## src/hdl/mbt_pkg.sv

```systemverilog
// ----------------------------------------------------------------------------
// mbt_pkg
// Shared types and codes of the multiset bag table: request and result
// items, request and status codes, configuration map.
// ----------------------------------------------------------------------------
`default_nettype none

package mbt_pkg;

    // Default depth of the entry store
    localparam int MAX_ENTRIES_DEF = 16;

    // Request codes
    localparam logic [1:0] REQ_INSERT = 2'd0;
    localparam logic [1:0] REQ_REMOVE = 2'd1;
    localparam logic [1:0] REQ_COUNT  = 2'd2;

    // Status codes
    localparam logic [1:0] ST_OK        = 2'd0;
    localparam logic [1:0] ST_FULL      = 2'd1;
    localparam logic [1:0] ST_NOT_FOUND = 2'd2;

    // Configuration map: one 32-bit register, word aligned
    localparam int         PADDR_W          = 3;
    localparam int         PDATA_W          = 32;
    localparam logic [0:0] CFG_IDX_CAPACITY = 1'b0;
    localparam logic [4:0] CAP_RESET        = 5'd16;

    typedef struct packed {
        logic [1:0]         req_type;
        logic signed [31:0] value;
    } t_req;

    typedef struct packed {
        logic [1:0] status;
        logic [4:0] match_count;
        logic [4:0] fill_level;
    } t_resp;

endpackage : mbt_pkg

`default_nettype wire

```

## src/hdl/mbt_ram.sv

```systemverilog
// ----------------------------------------------------------------------------
// mbt_ram
// Entry store: one write port, one read port, read data registered.
// ----------------------------------------------------------------------------
`default_nettype none

module mbt_ram
    import mbt_pkg::*;
#(
    parameter int DEPTH = MAX_ENTRIES_DEF,
    parameter int AW    = 4
) (
    input  wire logic          i_clk,
    input  wire logic          i_wr_en,
    input  wire logic [AW-1:0] i_wr_addr,
    input  wire logic [31:0]   i_wr_data,
    input  wire logic          i_rd_en,
    input  wire logic [AW-1:0] i_rd_addr,
    output logic      [31:0]   o_rd_data
);

    logic [31:0] r_mem [DEPTH];
    logic [31:0] r_rd_data;

    always_ff @(posedge i_clk) begin
        if (i_wr_en) begin
            r_mem[i_wr_addr] <= i_wr_data;
        end
    end

    always_ff @(posedge i_clk) begin
        if (i_rd_en) begin
            r_rd_data <= r_mem[i_rd_addr];
        end
    end

    assign o_rd_data = r_rd_data;

endmodule : mbt_ram

`default_nettype wire

```

## src/hdl/mbt_seq.sv

```systemverilog
// ----------------------------------------------------------------------------
// mbt_seq
// Request sequencer: holds the fill level, scans the entry store one entry
// a cycle and moves the last entry into the hole on remove.
// ----------------------------------------------------------------------------
`default_nettype none

module mbt_seq
    import mbt_pkg::*;
#(
    parameter int MAX_ENTRIES = MAX_ENTRIES_DEF,
    parameter int AW          = 4
) (
    input  wire logic          i_clk,
    input  wire logic          i_rst_n,
    input  wire logic [4:0]    i_capacity,
    input  wire logic          i_req_valid,
    input  wire t_req          i_req,
    output logic               o_idle,
    output logic               o_res_valid,
    input  wire logic          i_res_ready,
    output t_resp              o_res,
    output logic               o_wr_en,
    output logic [AW-1:0]      o_wr_addr,
    output logic [31:0]        o_wr_data,
    output logic               o_rd_en,
    output logic [AW-1:0]      o_rd_addr,
    input  wire logic [31:0]   i_rd_data
);

    localparam int FW = $clog2(MAX_ENTRIES + 1);
    localparam int CW = (FW > 5) ? FW : 5;

    localparam logic [2:0] S_IDLE    = 3'd0;
    localparam logic [2:0] S_SCAN    = 3'd1;
    localparam logic [2:0] S_MOVE_RD = 3'd2;
    localparam logic [2:0] S_MOVE_WR = 3'd3;
    localparam logic [2:0] S_DONE    = 3'd4;

    logic [2:0]    r_state, n_state;
    logic [FW-1:0] r_fill, n_fill;
    t_req          r_req, n_req;
    logic [FW-1:0] r_issue, n_issue;
    logic          r_cmp_vld, n_cmp_vld;
    logic [AW-1:0] r_cmp_idx, n_cmp_idx;
    logic [FW-1:0] r_cnt, n_cnt;
    logic [AW-1:0] r_pos, n_pos;
    t_resp         r_res, n_res;

    logic [FW-1:0] last_idx;
    logic          cmp_last;
    logic          match;
    logic          is_full;
    logic          scan_rd;
    logic [FW-1:0] cnt_inc;

    function automatic logic [4:0] low5(input logic [FW-1:0] x);
        logic [CW-1:0] e;
        e = CW'(x);
        return e[4:0];
    endfunction

    assign last_idx = r_fill - FW'(1);
    assign cmp_last = (FW'(r_cmp_idx) == last_idx);
    assign match    = (i_rd_data == r_req.value);
    assign cnt_inc  = r_cnt + FW'(match);
    assign is_full  = (r_fill == FW'(MAX_ENTRIES)) || (CW'(r_fill) >= CW'(i_capacity));
    assign scan_rd  = (r_state == S_SCAN) && (r_issue < r_fill);

    assign o_idle      = (r_state == S_IDLE);
    assign o_res_valid = (r_state == S_DONE);
    assign o_res       = r_res;

    // Read port: scan addresses, or the last entry ahead of a move
    assign o_rd_en   = scan_rd || (r_state == S_MOVE_RD);
    assign o_rd_addr = (r_state == S_MOVE_RD) ? last_idx[AW-1:0] : r_issue[AW-1:0];

    always_comb begin
        n_state   = r_state;
        n_fill    = r_fill;
        n_req     = r_req;
        n_issue   = r_issue;
        n_cmp_vld = scan_rd;
        n_cmp_idx = r_issue[AW-1:0];
        n_cnt     = r_cnt;
        n_pos     = r_pos;
        n_res     = r_res;
        o_wr_en   = 1'b0;
        o_wr_addr = r_fill[AW-1:0];
        o_wr_data = i_req.value;

        case (r_state)
            S_IDLE: begin
                if (i_req_valid) begin
                    n_req   = i_req;
                    n_issue = '0;
                    n_cnt   = '0;
                    n_res   = '{status: ST_OK, match_count: 5'd0, fill_level: low5(r_fill)};
                    n_state = S_DONE;
                    case (i_req.req_type)
                        REQ_INSERT: begin
                            if (is_full) begin
                                n_res.status = ST_FULL;
                            end else begin
                                o_wr_en          = 1'b1;
                                n_fill           = r_fill + FW'(1);
                                n_res.fill_level = low5(r_fill + FW'(1));
                            end
                        end
                        REQ_REMOVE: begin
                            if (r_fill == '0) begin
                                n_res.status = ST_NOT_FOUND;
                            end else begin
                                n_state = S_SCAN;
                            end
                        end
                        REQ_COUNT: begin
                            if (r_fill != '0) begin
                                n_state = S_SCAN;
                            end
                        end
                        default: begin
                        end
                    endcase
                end
            end
            S_SCAN: begin
                if (scan_rd) begin
                    n_issue = r_issue + FW'(1);
                end
                if (r_cmp_vld) begin
                    if (r_req.req_type == REQ_COUNT) begin
                        n_cnt = cnt_inc;
                        if (cmp_last) begin
                            n_res.match_count = low5(cnt_inc);
                            n_state           = S_DONE;
                        end
                    end else if (match) begin
                        n_pos   = r_cmp_idx;
                        n_state = S_MOVE_RD;
                    end else if (cmp_last) begin
                        n_res.status = ST_NOT_FOUND;
                        n_state      = S_DONE;
                    end
                end
            end
            S_MOVE_RD: begin
                n_state = S_MOVE_WR;
            end
            S_MOVE_WR: begin
                o_wr_en          = 1'b1;
                o_wr_addr        = r_pos;
                o_wr_data        = i_rd_data;
                n_fill           = last_idx;
                n_res.fill_level = low5(last_idx);
                n_state          = S_DONE;
            end
            S_DONE: begin
                if (i_res_ready) begin
                    n_state = S_IDLE;
                end
            end
            default: begin
                n_state = S_IDLE;
            end
        endcase
    end

    always_ff @(posedge i_clk) begin
        if (!i_rst_n) begin
            r_state   <= S_IDLE;
            r_fill    <= '0;
            r_cmp_vld <= 1'b0;
        end else begin
            r_state   <= n_state;
            r_fill    <= n_fill;
            r_cmp_vld <= n_cmp_vld;
        end
    end

    always_ff @(posedge i_clk) begin
        r_req     <= n_req;
        r_issue   <= n_issue;
        r_cmp_idx <= n_cmp_idx;
        r_cnt     <= n_cnt;
        r_pos     <= n_pos;
        r_res     <= n_res;
    end

endmodule : mbt_seq

`default_nettype wire

```

## src/hdl/multiset_bag_table_unit.sv

```systemverilog
// Latency: insert, unknown requests and requests on an empty bag go to the result with no scan;
// count and a missed remove scan every stored entry, a remove that hits also moves the last entry.
// Throughput: one item in flight, one store read a cycle; the next item is accepted the cycle
// after the result moves to the output register.
// Reset: fill level 0, capacity 16, output register empty, no item accepted; entry store is
// not cleared, only entries below the fill level are ever read.
// ----------------------------------------------------------------------------
// multiset_bag_table_unit
// Bag of signed 32-bit values with insert, remove and count requests,
// kept in a synchronous entry store with an APB-style capacity register.
// ----------------------------------------------------------------------------
`default_nettype none

module multiset_bag_table_unit
    import mbt_pkg::*;
#(
    parameter int MAX_ENTRIES = MAX_ENTRIES_DEF
) (
    input  wire logic               i_clk,
    input  wire logic               i_rst_n,
    // request channel
    input  wire logic               i_in_valid,
    output logic                    o_in_ready,
    input  wire t_req               i_in_data,
    // result channel
    output logic                    o_out_valid,
    input  wire logic               i_out_ready,
    output t_resp                   o_out_data,
    // configuration port
    input  wire logic               psel,
    input  wire logic               penable,
    input  wire logic               pwrite,
    input  wire logic [PADDR_W-1:0] paddr,
    input  wire logic [PDATA_W-1:0] pwdata,
    output logic      [PDATA_W-1:0] prdata,
    output logic                    pready
);

    // Store address width; keep one bit for a single-entry store
    localparam int AW = (MAX_ENTRIES > 1) ? $clog2(MAX_ENTRIES) : 1;

    logic [4:0]    r_cap;
    logic          r_out_vld;
    t_resp         r_out;

    logic          seq_idle;
    logic          res_valid;
    logic          res_ready;
    t_resp         res;
    logic          wr_en;
    logic [AW-1:0] wr_addr;
    logic [31:0]   wr_data;
    logic          rd_en;
    logic [AW-1:0] rd_addr;
    logic [31:0]   rd_data;
    logic          cfg_wr;
    logic          cfg_hit;

    // ------------------------------------------------------------------
    // Configuration: capacity register, written on the access phase
    // ------------------------------------------------------------------
    assign pready  = 1'b1;
    assign cfg_hit = (paddr[PADDR_W-1:2] == CFG_IDX_CAPACITY);
    assign cfg_wr  = psel && penable && pwrite && cfg_hit;
    assign prdata  = cfg_hit ? {{(PDATA_W-5){1'b0}}, r_cap} : '0;

    always_ff @(posedge i_clk) begin
        if (!i_rst_n) begin
            r_cap <= CAP_RESET;
        end else if (cfg_wr) begin
            r_cap <= pwdata[4:0];
        end
    end

    // ------------------------------------------------------------------
    // Sequencer and entry store. Accept a new item only while the
    // sequencer is idle and out of reset; every store access of one item
    // is finished before the next item starts, so no forwarding is needed.
    // ------------------------------------------------------------------
    assign o_in_ready = seq_idle && i_rst_n;

    mbt_seq #(
        .MAX_ENTRIES (MAX_ENTRIES),
        .AW          (AW)
    ) u_seq (
        .i_clk       (i_clk),
        .i_rst_n     (i_rst_n),
        .i_capacity  (r_cap),
        .i_req_valid (i_in_valid),
        .i_req       (i_in_data),
        .o_idle      (seq_idle),
        .o_res_valid (res_valid),
        .i_res_ready (res_ready),
        .o_res       (res),
        .o_wr_en     (wr_en),
        .o_wr_addr   (wr_addr),
        .o_wr_data   (wr_data),
        .o_rd_en     (rd_en),
        .o_rd_addr   (rd_addr),
        .i_rd_data   (rd_data)
    );

    mbt_ram #(
        .DEPTH (MAX_ENTRIES),
        .AW    (AW)
    ) u_ram (
        .i_clk     (i_clk),
        .i_wr_en   (wr_en),
        .i_wr_addr (wr_addr),
        .i_wr_data (wr_data),
        .i_rd_en   (rd_en),
        .i_rd_addr (rd_addr),
        .o_rd_data (rd_data)
    );

    // ------------------------------------------------------------------
    // Output register: hold a finished item until the consumer takes it,
    // so the sequencer can go back to idle and accept the next item.
    // ------------------------------------------------------------------
    assign res_ready = !r_out_vld || i_out_ready;

    always_ff @(posedge i_clk) begin
        if (!i_rst_n) begin
            r_out_vld <= 1'b0;
        end else if (res_ready) begin
            r_out_vld <= res_valid;
        end
    end

    always_ff @(posedge i_clk) begin
        if (res_ready && res_valid) begin
            r_out <= res;
        end
    end

    assign o_out_valid = r_out_vld;
    assign o_out_data  = r_out;

`ifndef SYNTHESIS
    // A pending result means the sequencer is not idle
    a_busy_with_result: assert property (@(posedge i_clk) disable iff (!i_rst_n)
        res_valid |-> !o_in_ready)
        else $error("request ready while a result is pending");

    // An accepted item occupies the sequencer in the next cycle
    a_accept_busy: assert property (@(posedge i_clk) disable iff (!i_rst_n)
        (i_in_valid && o_in_ready) |=> !o_in_ready)
        else $error("sequencer idle right after accepting an item");

    // Only count requests report matches; this checks that failed requests report none
    a_status_count: assert property (@(posedge i_clk) disable iff (!i_rst_n)
        (res_valid && (res.status == ST_FULL || res.status == ST_NOT_FOUND))
            |-> (res.match_count == 5'd0))
        else $error("match count on a failed request");
`endif

endmodule : multiset_bag_table_unit

`default_nettype wire
```

## config.mk

```make
export PLATFORM = sky130hd
export DESIGN_NAME = multiset_bag_table_unit
export DESIGN_NICKNAME = d
export VERILOG_FILES = /design/src/hdl/mbt_pkg.sv /design/src/hdl/mbt_ram.sv /design/src/hdl/mbt_seq.sv /design/src/hdl/multiset_bag_table_unit.sv
export SDC_FILE = /design/constraint.sdc
export NUM_CORES = 1
export LEC_CHECK = 0
export BUFFER_PORTS_ARGS = -buffer_cell sky130_fd_sc_hd__buf_4
export CAP_MARGIN = 0
export CORE_MARGIN = 5
export CORE_UTILIZATION = 40
export DETAILED_ROUTE_END_ITERATION = 12
export GPL_ROUTABILITY_DRIVEN = 0
export GPL_TIMING_DRIVEN = 0
export PLACE_DENSITY_LB_ADDON = 0.3
export SLEW_MARGIN = 5
export SYNTH_ARGS = -nofsm -noshare
export SYNTH_HDL_FRONTEND = slang
export SYNTH_HIERARCHICAL = 1
export SYNTH_SLANG_ARGS = --single-unit
```

## constraint.sdc

```tcl
create_clock -name i_clk -period 5 [get_ports i_clk]
set_input_delay 1 -clock i_clk [delete_from_list [all_inputs] [get_ports i_clk]]
set_output_delay 1 -clock i_clk [all_outputs]
set_load 0.005 [all_outputs]
```

==> impl_metrics.py, run 1 <==
metrics = {
    "run_status": {
        "outcome": "finished, final reports clean",
    },
    "clocking": {
        "clock_sink_total": 635,
        "cts_resizes": 0,
        "clk_root_buffer_cell": "sky130_fd_sc_hd__clkbuf_16",
        "cts_bufs_inserted": 61,
        "cts_setup_buffers": 0,
        "postCtsHoldBufs": 0,
        "tritoncts": "yes",
        "ctsLongestPathBuffers": 3,
        "path_clk_slew_ps": 60,
        "ctsHtreeMaxLevel": 2,
        "worst_skew_pair.late_latency_ps": 640,
    },
    "route": {
        "detail_route.wirelength_mm": 60.2,
        "final_antenna_net_count": 0,
        "num_vias": 13100,
        "drtPass1Iterations": 5,
        "route.detailed.drc": 0,
        "drt_iter0_markers": 1381,
        "wire_per_inst_um": 25.0,
        "post_drt_via_cell_ratio": 5.44,
    },
    "placement": {
        "numPortBuffers": 65,
        "dpl_hpwl_mm": 39.3,
        "dpl_worst_slack_ps": 642,
    },
    "pwr": {
        "p_leak_nw": 9.79,
        "power.sequential.fraction_pct": 49.2,
        "p_clk_share_pct": 35.9,
        "power.internal_mw": 9.38,
        "power.net_switching_mw": 3.13,
        "max-vdd-ir-drop_mv": 0.347,
        "swShare_pct": 25.0,
        "comb_power_share_pct": 14.9,
        "power_density_over_the_cells_nw_per_um2": 424,
    },
    "synthesis": {
        "postSynthRegisterBits": 635,
        "synth_sequential_area_ratio_pct": 75.2,
        "netlist_instances": 1328,
        "dominantRegCellSynth": "sky130_fd_sc_hd__edfxtp_1",
        "syn_area_per_cell_um2": 18.9,
        "netlist-cell-type-count": 54,
        "synth_edf_count": 616,
        "mappedNetlistArea_um2": 25100,
        "async_s_r_ff_share_synth_pct": 0,
        "yosysWarnings": 6,
    },
    "global_routing": {
        "pin_count_of_the_biggest_net_entering_global_routing": 24,
        "global_route_wire_length_before_repair_mm": 87.3,
        "grt_pass1_vias": 12900,
        "overflow": 0,
        "antenna_violations_before_repair": 0,
        "grt_usage_pct": 17.5,
    },
    "critical_path": {
        "timing.critical_path.slowest_cell_delay_ps": 880,
        "critical_path_required_ps": 5350,
        "critical_path.endpoint_type": "flip-flop",
        "timing.critical_path.slowest_stage_cell": "sky130_fd_sc_hd__nor3_2",
        "cpMostUsedCell": "sky130_fd_sc_hd__clkbuf_1",
        "ordered_list_of_cells_on_the_worst_path": "clkbuf_1 > nand3b_1 > clkbuf_1 > clkbuf_1 > o21ai_1 > nand3b_1 > nor3_2 > buf_4 > buf_8",
        "critical_path_launch_point_type": "flip-flop",
        "cp.arrival_ps": 4760,
        "critPathKind": "flip-flop to flip-flop",
        "critical_path_fanouts_max": 10,
    },
    "timing": {
        "post-route-period-util_pct": 88.3,
        "max-slew-margin-rel_pct": 18.9,
        "final-max-slew-violation-count": 0,
        "setup_repair_after_global_routing_missed_its_margin": "false",
        "report.final.setup_viol": 0,
        "worst_pin_slew_ps": 1200,
        "clock.fmax_mhz": 227,
        "finalHoldWorstSlack_ps": 420,
        "final.min_clock_period_ps": 4410,
        "setup_skew_ps": 39.0,
        "hold_violations": 0,
        "final.setup.worst_slack_ps": 587,
    },
    "finish": {
        "synthToLayoutAreaGrowth_pct": 17.6,
        "end_of_flow_core_utilization_pct": 47.7,
        "finish.net_count": 1613,
        "final_common_cell": "sky130_fd_sc_hd__edfxtp_1",
        "most_frequent_cells_in_the_layout": "sky130_fd_sc_hd__edfxtp_1, sky130_fd_sc_hd__nand2_1, sky130_fd_sc_hd__mux4_2",
        "antenna-diode-count": 0,
        "final_layout_size_suffix_gt1_share_pct": 25.7,
    },
    "die": {
        "initial_util_pct": 40.5,
        "die-area_um2": 67900,
        "core_area_um2": 61900,
        "chipWidth_um": 261,
        "chipHeight_um": 261,
        "num_rows": 91,
        "io-pin-count": 123,
    },
    "hold_path": {
        "hp-class": "flip-flop to flip-flop",
    },
    "run": {
        "maxCapViolCount": 0,
    },
}
[state kept, by name (all words and copies together), names as in the netlist]
| name | cells |
|---|---|
| u_ram/r_mem | 512 |
| u_seq/r_req | 34 |
| u_ram/o_rd_data | 32 |
| o_out_data | 12 |
| u_seq/o_res | 12 |
| r_cap | 5 |
| u_seq/r_cnt | 5 |
| u_seq/r_fill | 5 |
| u_seq/r_issue | 5 |
| u_seq/r_cmp_idx | 4 |
| u_seq/r_pos | 4 |
| u_seq/r_state | 3 |
| o_out_valid | 1 |
| u_seq/r_cmp_vld | 1 |
[cells by family after synthesis]
kind of cell | share of synthesized area [%]
simple gates | 4.95
other cells | 0.0299
xor+xnor | 1.67
flops | 75.2
fa+ha+maj | 0.847
buf+inv | 2.29
compound gates | 3.25
mux | 11.8
[critical path, delay by kind of cell (launching register included)]
| kind | cells | cell delay, ps |
|---|---|---|
| DFF | 1 | 370 |
| AOI/OAI and AO/OA | 1 | 410 |
| buffers and inverters | 5 | 1790 |
| and+or+nand+nor | 3 | 1560 |
[path summary, 6_finish.rpt]
path | startpoint | slack, ps | end | cells after the start
min reg2reg | u_seq/o_res[1]$_DFFE_PP_ | 420 | o_out_data[1]$_DFFE_PP_ | 0
max | u_seq/r_state[1]$_SDFFE_PN0P_ | 590 | u_ram/r_mem[8][20]$_DFFE_PP_ | 9
min | u_seq/o_res[1]$_DFFE_PP_ | 420 | o_out_data[1]$_DFFE_PP_ | 0
max reg2reg | u_seq/r_state[1]$_SDFFE_PN0P_ | 590 | u_ram/r_mem[8][20]$_DFFE_PP_ | 9
[per-stage QoR]
stage                     area (µm²)  cells  TNS [ps]  total power [mW]
after floorplan                25200   1354         0              7.49
after global placement         26700   2256   -810380              8.09
after detailed placement       27600   2294         0              8.14
after CTS                      29500   2406         0              12.6
after global routing           29500   2406         0              13.0
final                          29500   2406         0              12.5
[Yosys cell counts, types with 4 or more instances]
| cell | number | area [µm²] |
|---|---|---|
| sky130_fd_sc_hd__and2_1 | 7 | 43.8 |
| sky130_fd_sc_hd__nor3b_1 | 4 | 30.0 |
| sky130_fd_sc_hd__nor2_1 | 33 | 124 |
| sky130_fd_sc_hd__edfxtp_1 | 616 | 18500 |
| sky130_fd_sc_hd__mux2i_1 | 7 | 70.1 |
| sky130_fd_sc_hd__nand2b_1 | 6 | 37.5 |
| sky130_fd_sc_hd__nor4_1 | 9 | 56.3 |
| sky130_fd_sc_hd__o21ai_0 | 11 | 55.1 |
| sky130_fd_sc_hd__o211ai_1 | 4 | 30.0 |
| sky130_fd_sc_hd__and2b_2 | 5 | 43.8 |
| sky130_fd_sc_hd__inv_1 | 15 | 56.3 |
| sky130_fd_sc_hd__xor2_1 | 39 | 342 |
| sky130_fd_sc_hd__and3_1 | 4 | 25.0 |
| sky130_fd_sc_hd__mux4_2 | 128 | 2880 |
| sky130_fd_sc_hd__o21ai_1 | 5 | 25.0 |
| sky130_fd_sc_hd__nor3_1 | 9 | 45.0 |
| sky130_fd_sc_hd__xnor2_1 | 9 | 78.8 |
| sky130_fd_sc_hd__buf_4 | 37 | 278 |
| sky130_fd_sc_hd__ha_1 | 17 | 213 |
| sky130_fd_sc_hd__buf_2 | 12 | 60.1 |
| sky130_fd_sc_hd__buf_1 | 14 | 52.6 |
| sky130_fd_sc_hd__o31ai_1 | 4 | 30.0 |
| sky130_fd_sc_hd__dfxtp_1 | 19 | 380 |
| sky130_fd_sc_hd__nand2_1 | 160 | 601 |
| sky130_fd_sc_hd__a22oi_1 | 64 | 480 |
| sky130_fd_sc_hd__nor2b_1 | 6 | 37.5 |
| sky130_fd_sc_hd__a21oi_1 | 6 | 30.0 |
| sky130_fd_sc_hd__clkbuf_1 | 25 | 93.8 |
| sky130_fd_sc_hd__nand3_1 | 14 | 70.1 |
[power groups by stage]
stage | clock, mW | combinational (mW) | sequential (mW)
finish | 4.50 | 1.86 | 6.15
global route | 4.79 | 2.00 | 6.17
CTS | 4.58 | 1.88 | 6.16
detailed placement | 0 | 1.87 | 6.27
global placement | 0 | 1.82 | 6.27
floorplan | 0 | 1.24 | 6.25
[layout make-up]
class / instances / area [µm²]
Clock inverter: 32 / 319
Fill cell: 5219 / 32400
Inverter: 18 / 67.6
Buffer: 90 / 507
Clock buffer: 80 / 1640
Sequential cell: 635 / 18900
Multi-Input combinational cell: 611 / 5860
Tap cell: 837 / 1050
Timing Repair Buffer: 103 / 1200
[metal layers]
layer  GRT usage [%]  part of all wire (%)
met1            25.5                    43
met2            28.3                    48
met3            2.70                   7.0
met4            3.86                   1.7
met5               0                     0
(Power assumes the default switching activity.)
==> inputs of run 2 (changes only) <==
--- a/config.mk
+++ b/config.mk
@@ -9,6 +9,7 @@
 export CAP_MARGIN = 0
 export CORE_MARGIN = 5
 export CORE_UTILIZATION = 40
+export CTS_BUF_LIST = sky130_fd_sc_hd__clkbuf_8 sky130_fd_sc_hd__clkbuf_16
 export DETAILED_ROUTE_END_ITERATION = 12
 export GPL_ROUTABILITY_DRIVEN = 0
 export GPL_TIMING_DRIVEN = 0
==> impl_metrics.py, run 2 (synthesized netlist as in run 1, its figures left out) <==
metrics = {
    "placement": {
        "numPortBuffers": 65,
        "dpl_hpwl_mm": 39.3,
        "placedInstanceArea_um2": 27600,
    },
    "critical_path": {
        "timing.critical_path.slowest_cell_delay_ps": 650,
        "cp.arrival_ps": 4740,
        "ordered_list_of_cells_on_the_worst_path": "clkbuf_1 > nand3b_1 > clkbuf_1 > clkbuf_1 > o21ai_1 > or3b_2 > nor3_2 > buf_6 > buf_4",
        "critical_path_required_ps": 5330,
        "cpMostUsedCell": "sky130_fd_sc_hd__clkbuf_1",
        "timing.critical_path.slowest_stage_cell": "sky130_fd_sc_hd__nor3_2",
        "critPathKind": "flip-flop to flip-flop",
        "critical_path_launch_point_type": "flip-flop",
        "critical_path.endpoint_type": "flip-flop",
        "critical_path_fanouts_max": 10,
    },
    "finish": {
        "most_frequent_cells_in_the_layout": "sky130_fd_sc_hd__edfxtp_1, sky130_fd_sc_hd__nand2_1, sky130_fd_sc_hd__mux4_2",
        "finish.instance_area_um2": 29500,
        "finish.net_count": 1613,
        "end_of_flow_core_utilization_pct": 47.7,
        "largest_register_ffs": 512,
        "antenna-diode-count": 0,
        "synthToLayoutAreaGrowth_pct": 17.6,
        "biggest_register": "u_ram/r_mem",
        "final_layout_size_suffix_gt1_share_pct": 25.7,
        "final_common_cell": "sky130_fd_sc_hd__edfxtp_1",
    },
    "timing": {
        "final-max-slew-violation-count": 0,
        "setup_repair_after_global_routing_missed_its_margin": "false",
        "max-slew-margin-rel_pct": 14.0,
        "report.final.setup_viol": 0,
        "final.min_clock_period_ps": 4410,
        "worst_pin_slew_ps": 1280,
        "post-route-period-util_pct": 88.2,
        "hold_violations": 0,
        "setup_skew_ps": 42.6,
        "clock.fmax_mhz": 227,
    },
    "die": {
        "core_area_um2": 61900,
        "chipWidth_um": 261,
        "chipHeight_um": 261,
        "die-area_um2": 67900,
        "num_rows": 91,
        "initial_util_pct": 40.5,
        "io-pin-count": 123,
    },
    "clocking": {
        "ctsHtreeMaxLevel": 2,
        "tritoncts": "yes",
        "clock_sink_total": 635,
        "postCtsHoldBufs": 0,
        "cts_resizes": 0,
        "ctsLongestPathBuffers": 3,
        "cts_bufs_inserted": 61,
        "clk_root_buffer_cell": "sky130_fd_sc_hd__clkbuf_16",
        "path_clk_slew_ps": 60,
        "cts_setup_buffers": 0,
        "worst_skew_pair.late_latency_ps": 650,
    },
    "pwr": {
        "power_density_over_the_cells_nw_per_um2": 423,
        "max-vdd-ir-drop_mv": 0.345,
        "p_leak_nw": 9.86,
    },
    "route": {
        "wire_per_inst_um": 25.0,
        "post_drt_via_cell_ratio": 5.43,
        "drt_iter0_markers": 1380,
        "route.detailed.drc": 0,
        "num_vias": 13100,
        "detail_route.wirelength_mm": 60.1,
        "drtPass1Iterations": 5,
        "final_antenna_net_count": 0,
    },
    "hold_path": {
        "hp-class": "flip-flop to flip-flop",
    },
    "global_routing": {
        "pin_count_of_the_biggest_net_entering_global_routing": 24,
        "grt_usage_pct": 17.5,
        "antenna_violations_before_repair": 0,
        "grt_pass1_vias": 12900,
        "overflow": 0,
        "global_route_wire_length_before_repair_mm": 87.3,
    },
    "run_status": {
        "outcome": "finished, final reports clean",
    },
    "run": {
        "maxCapViolCount": 0,
    },
}
[run 2: metrics by stage]
step	hold WS, ps	total power [mW]	setup slack (ps)	instances	setup TNS, ps
6_report	420	12.5	591	2406	0
5_1_grt	425	12.9	431	2406	0
4_1_cts	421	12.6	659	2406	0
3_5_place_dp	407	8.14	642	2294	0
3_3_place_gp	404	8.09	-3540	2256	-810380
2_1_floorplan	400	7.49	88.8	1354	0
[run 2: final timing paths]
path	from	to	slack [ps]	depth (start not counted)
worst max-delay path	u_seq/r_state[1]$_SDFFE_PN0P_	u_ram/r_mem[0][15]$_DFFE_PP_	590	9
worst min-delay path	u_seq/o_res[1]$_DFFE_PP_	o_out_data[1]$_DFFE_PP_	420	0
worst max register to register	u_seq/r_state[1]$_SDFFE_PN0P_	u_ram/r_mem[0][15]$_DFFE_PP_	590	9
worst min register to register	u_seq/o_res[1]$_DFFE_PP_	o_out_data[1]$_DFFE_PP_	420	0
[run 2: routing by layer]
layer,wire (µm),vias up,track usage [%]
met5,0,-,0
met4,1040,0,3.86
met3,4190,79,2.70
met2,28900,519,28.3
met1,26000,6845,25.5
li1,-,5632,-
[run 2: where the power goes]
group          internal [mW]  switching, mW  total, mW
sequential              6.08         0.0770       6.15
combinational          0.781           1.08       1.86
clock                   2.49           1.97       4.46
[run 2: critical path: cells and delay by family (launching register included)]
kind | cells | cell delay, ps
buffers and inverters | 5 | 1760
and+or+nand+nor | 3 | 1580
AOI/OAI and AO/OA | 1 | 410
DFF | 1 | 370
[run 2: area by class of cell]
cell class | instances | area (µm²)
Inverter | 18 | 67.6
Sequential cell | 635 | 18900
Tap cell | 837 | 1050
Buffer | 90 | 507
Timing Repair Buffer | 103 | 1200
Fill cell | 5219 | 32400
Clock buffer | 64 | 1580
Clock inverter | 48 | 379
Multi-Input combinational cell | 611 | 5860
==> inputs of run 3 (changes only) <==
--- a/config.mk
+++ b/config.mk
@@ -7,13 +7,16 @@
 export LEC_CHECK = 0
 export BUFFER_PORTS_ARGS = -buffer_cell sky130_fd_sc_hd__buf_4
 export CAP_MARGIN = 0
+export CELL_PAD_IN_SITES_DETAIL_PLACEMENT = 1
+export CELL_PAD_IN_SITES_GLOBAL_PLACEMENT = 2
 export CORE_MARGIN = 5
 export CORE_UTILIZATION = 40
-export CTS_BUF_LIST = sky130_fd_sc_hd__clkbuf_8 sky130_fd_sc_hd__clkbuf_16
+export CTS_BUF_LIST = sky130_fd_sc_hd__clkbuf_8
 export DETAILED_ROUTE_END_ITERATION = 12
 export GPL_ROUTABILITY_DRIVEN = 0
 export GPL_TIMING_DRIVEN = 0
 export PLACE_DENSITY_LB_ADDON = 0.3
+export RECOVER_POWER = 50
 export SLEW_MARGIN = 5
 export SYNTH_ARGS = -nofsm -noshare
 export SYNTH_HDL_FRONTEND = slang
==> impl_metrics.py, run 3 (synthesized netlist as in run 1, its figures left out) <==
metrics = {
    "clocking": {
        "ctsHtreeMaxLevel": 3,
        "cts_resizes": 0,
        "postCtsHoldBufs": 0,
        "worst_skew_pair.late_latency_ps": 710,
        "cts_bufs_inserted": 104,
        "tritoncts": "yes",
        "ctsLongestPathBuffers": 3,
        "clk_root_buffer_cell": "sky130_fd_sc_hd__clkbuf_8",
        "cts_setup_buffers": 0,
        "path_clk_slew_ps": 60,
        "clock_sink_total": 635,
    },
    "pwr": {
        "power.internal_mw": 9.00,
        "power_density_over_the_cells_nw_per_um2": 420,
        "p_leak_nw": 9.75,
        "p_clk_share_pct": 34.4,
        "max-vdd-ir-drop_mv": 0.245,
        "swShare_pct": 26.4,
        "comb_power_share_pct": 15.2,
        "power.net_switching_mw": 3.23,
        "power.sequential.fraction_pct": 50.4,
    },
    "placement": {
        "numPortBuffers": 65,
        "dpl_worst_slack_ps": 565,
        "placedInstanceArea_um2": 27400,
        "dpl_hpwl_mm": 41.7,
    },
    "critical_path": {
        "ff_to_ff_setup_slack_ps": 500,
        "cp.arrival_ps": 4910,
        "critical_path_fanouts_max": 8,
        "critical_path.endpoint_type": "flip-flop",
        "critical_path_launch_point_type": "flip-flop",
        "critical_path.reg2reg.endpoint": "u_ram/r_mem[0][23]$_DFFE_PP_",
        "worst-r2r-cell-count": 12,
        "r2r-start": "u_seq/r_fill[0]$_SDFFE_PN0P_",
        "critical_path_required_ps": 5410,
        "critPathKind": "flip-flop to flip-flop",
    },
    "timing": {
        "post-route-period-util_pct": 90.1,
        "hold_violations": 0,
        "worst_pin_slew_ps": 1930,
        "final.min_clock_period_ps": 4500,
        "final.setup.worst_slack_ps": 496,
        "setup_repair_after_global_routing_missed_its_margin": "false",
        "setup_skew_ps": 43.3,
        "max-slew-margin-rel_pct": -28.8,
        "finalHoldWorstSlack_ps": 409,
        "report.final.setup_viol": 0,
        "final-max-slew-violation-count": 43,
        "clock.fmax_mhz": 222,
    },
    "route": {
        "detail_route.wirelength_mm": 65.2,
        "num_vias": 13300,
        "wire_per_inst_um": 26.3,
        "drtPass1Iterations": 5,
        "drt_iter0_markers": 1014,
        "final_antenna_net_count": 0,
        "post_drt_via_cell_ratio": 5.38,
        "route.detailed.drc": 0,
    },
    "finish": {
        "finish.instance_area_um2": 29100,
        "finish.net_count": 1654,
        "biggest_register": "u_ram/r_mem",
        "antenna-diode-count": 0,
        "end_of_flow_core_utilization_pct": 47.0,
        "largest_register_ffs": 512,
        "final_layout_size_suffix_gt1_share_pct": 23.7,
        "final_common_cell": "sky130_fd_sc_hd__edfxtp_1",
        "final.fill_count": 5911,
        "synthToLayoutAreaGrowth_pct": 16.0,
        "most_frequent_cells_in_the_layout": "sky130_fd_sc_hd__edfxtp_1, sky130_fd_sc_hd__nand2_1, sky130_fd_sc_hd__mux4_2",
    },
    "global_routing": {
        "global_route_wire_length_before_repair_mm": 94.4,
        "pin_count_of_the_biggest_net_entering_global_routing": 24,
        "grt_usage_pct": 19.2,
        "overflow": 0,
        "antenna_violations_before_repair": 1,
        "grt_pass1_vias": 14100,
    },
    "run": {
        "maxCapViolCount": 2,
    },
    "die": {
        "chipWidth_um": 261,
        "die-area_um2": 67900,
        "io-pin-count": 123,
        "initial_util_pct": 40.5,
        "chipHeight_um": 261,
        "core_area_um2": 61900,
        "num_rows": 91,
    },
    "hold_path": {
        "whs_path_depth": 0,
        "hold-path-endpoint": "o_out_data[3]$_DFFE_PP_",
        "hp-class": "flip-flop to flip-flop",
        "worst_hold_startpoint": "u_seq/o_res[3]$_DFFE_PP_",
    },
    "run_status": {
        "outcome": "finished with violations",
        "violated_checks": "max-capacitance violations, max-slew violations",
    },
}
-- run 3: cell count changes in the layout (fill, tap and decap cells not counted), moves of 6 or more --
| cell | change |
|---|---|
| sky130_fd_sc_hd__clkbuf_8 | +103 |
| sky130_fd_sc_hd__clkbuf_16 | -62 |
| sky130_fd_sc_hd__buf_4 | -53 |
| sky130_fd_sc_hd__clkbuf_1 | +39 |
| sky130_fd_sc_hd__inv_1 | +24 |
| sky130_fd_sc_hd__clkinv_1 | +23 |
| sky130_fd_sc_hd__clkbuf_4 | +22 |
| sky130_fd_sc_hd__buf_16 | -10 |
| sky130_fd_sc_hd__clkinv_2 | -7 |
| sky130_fd_sc_hd__and2_0 | +6 |
| sky130_fd_sc_hd__and2_1 | -6 |
-- run 3: power by group through the flow --
stage	clock, mW	sequential, mW	combinational [mW]
2_1_floorplan	0	6.25	1.24
3_3_place_gp	0	6.28	1.85
3_5_place_dp	0	6.27	1.91
4_1_cts	4.33	6.16	1.92
5_1_grt	4.60	6.18	2.00
6_report	4.21	6.17	1.86
-- run 3: cell type report --
cell class                 count  area [µm²]  share of cell area [%]
timing repair buffer         101         896                    3.07
inverter                      18        67.6                   0.232
clock buffer                 105        1450                    4.96
clock inverter                82         467                    1.60
tap                          837        1050                    3.59
sequential                   635       18900                    64.8
buffer                        90         497                    1.70
multi-input combinational    611        5840                    20.0
-- run 3: layer usage --
layer | wire, µm | global-route usage [%] | up-vias
li1 | - | - | 5720
met5 | 0 | 0 | -
met3 | 4220 | 4.13 | 97
met2 | 31500 | 31.4 | 470
met4 | 1570 | 5.24 | 0
met1 | 28000 | 26.5 | 7050
-- run 3: worst max-delay path by stage --
stage / startpoint / end / depth (start not counted)
2_1_floorplan: u_seq/r_fill[0]$_SDFFE_PN0P_ / u_ram/r_mem[0][0]$_DFFE_PP_ / 9
3_3_place_gp: u_seq/r_state[1]$_SDFFE_PN0P_ / u_ram/r_mem[0][13]$_DFFE_PP_ / 7
3_5_place_dp: u_seq/r_state[1]$_SDFFE_PN0P_ / u_ram/r_mem[0][20]$_DFFE_PP_ / 10
4_1_cts: u_seq/r_state[1]$_SDFFE_PN0P_ / u_ram/r_mem[0][23]$_DFFE_PP_ / 10
5_1_grt: u_seq/r_fill[0]$_SDFFE_PN0P_ / u_ram/r_mem[0][23]$_DFFE_PP_ / 12
6_report: u_seq/r_fill[0]$_SDFFE_PN0P_ / u_ram/r_mem[0][23]$_DFFE_PP_ / 12
-- run 3: stage by stage --
step,instances,TNS [ps],power [mW]
floorplan,1354,0,7.49
global placement,2256,-1020200,8.13
detailed placement,2292,0,8.18
CTS,2479,0,12.4
global route,2479,0,12.8
finish,2479,0,12.2
-- run 3: critical path, stage by stage, from the launching register on --
cell	delay, ps
sky130_fd_sc_hd__dfxtp_1	530
sky130_fd_sc_hd__inv_1	240
sky130_fd_sc_hd__ha_1	250
sky130_fd_sc_hd__clkbuf_1	180
sky130_fd_sc_hd__and3_1	280
sky130_fd_sc_hd__a221oi_4	280
sky130_fd_sc_hd__nand3_1	310
sky130_fd_sc_hd__o21ai_1	420
sky130_fd_sc_hd__or3b_2	600
sky130_fd_sc_hd__nor3_2	520
sky130_fd_sc_hd__buf_6	230
sky130_fd_sc_hd__buf_6	180
sky130_fd_sc_hd__buf_6	160
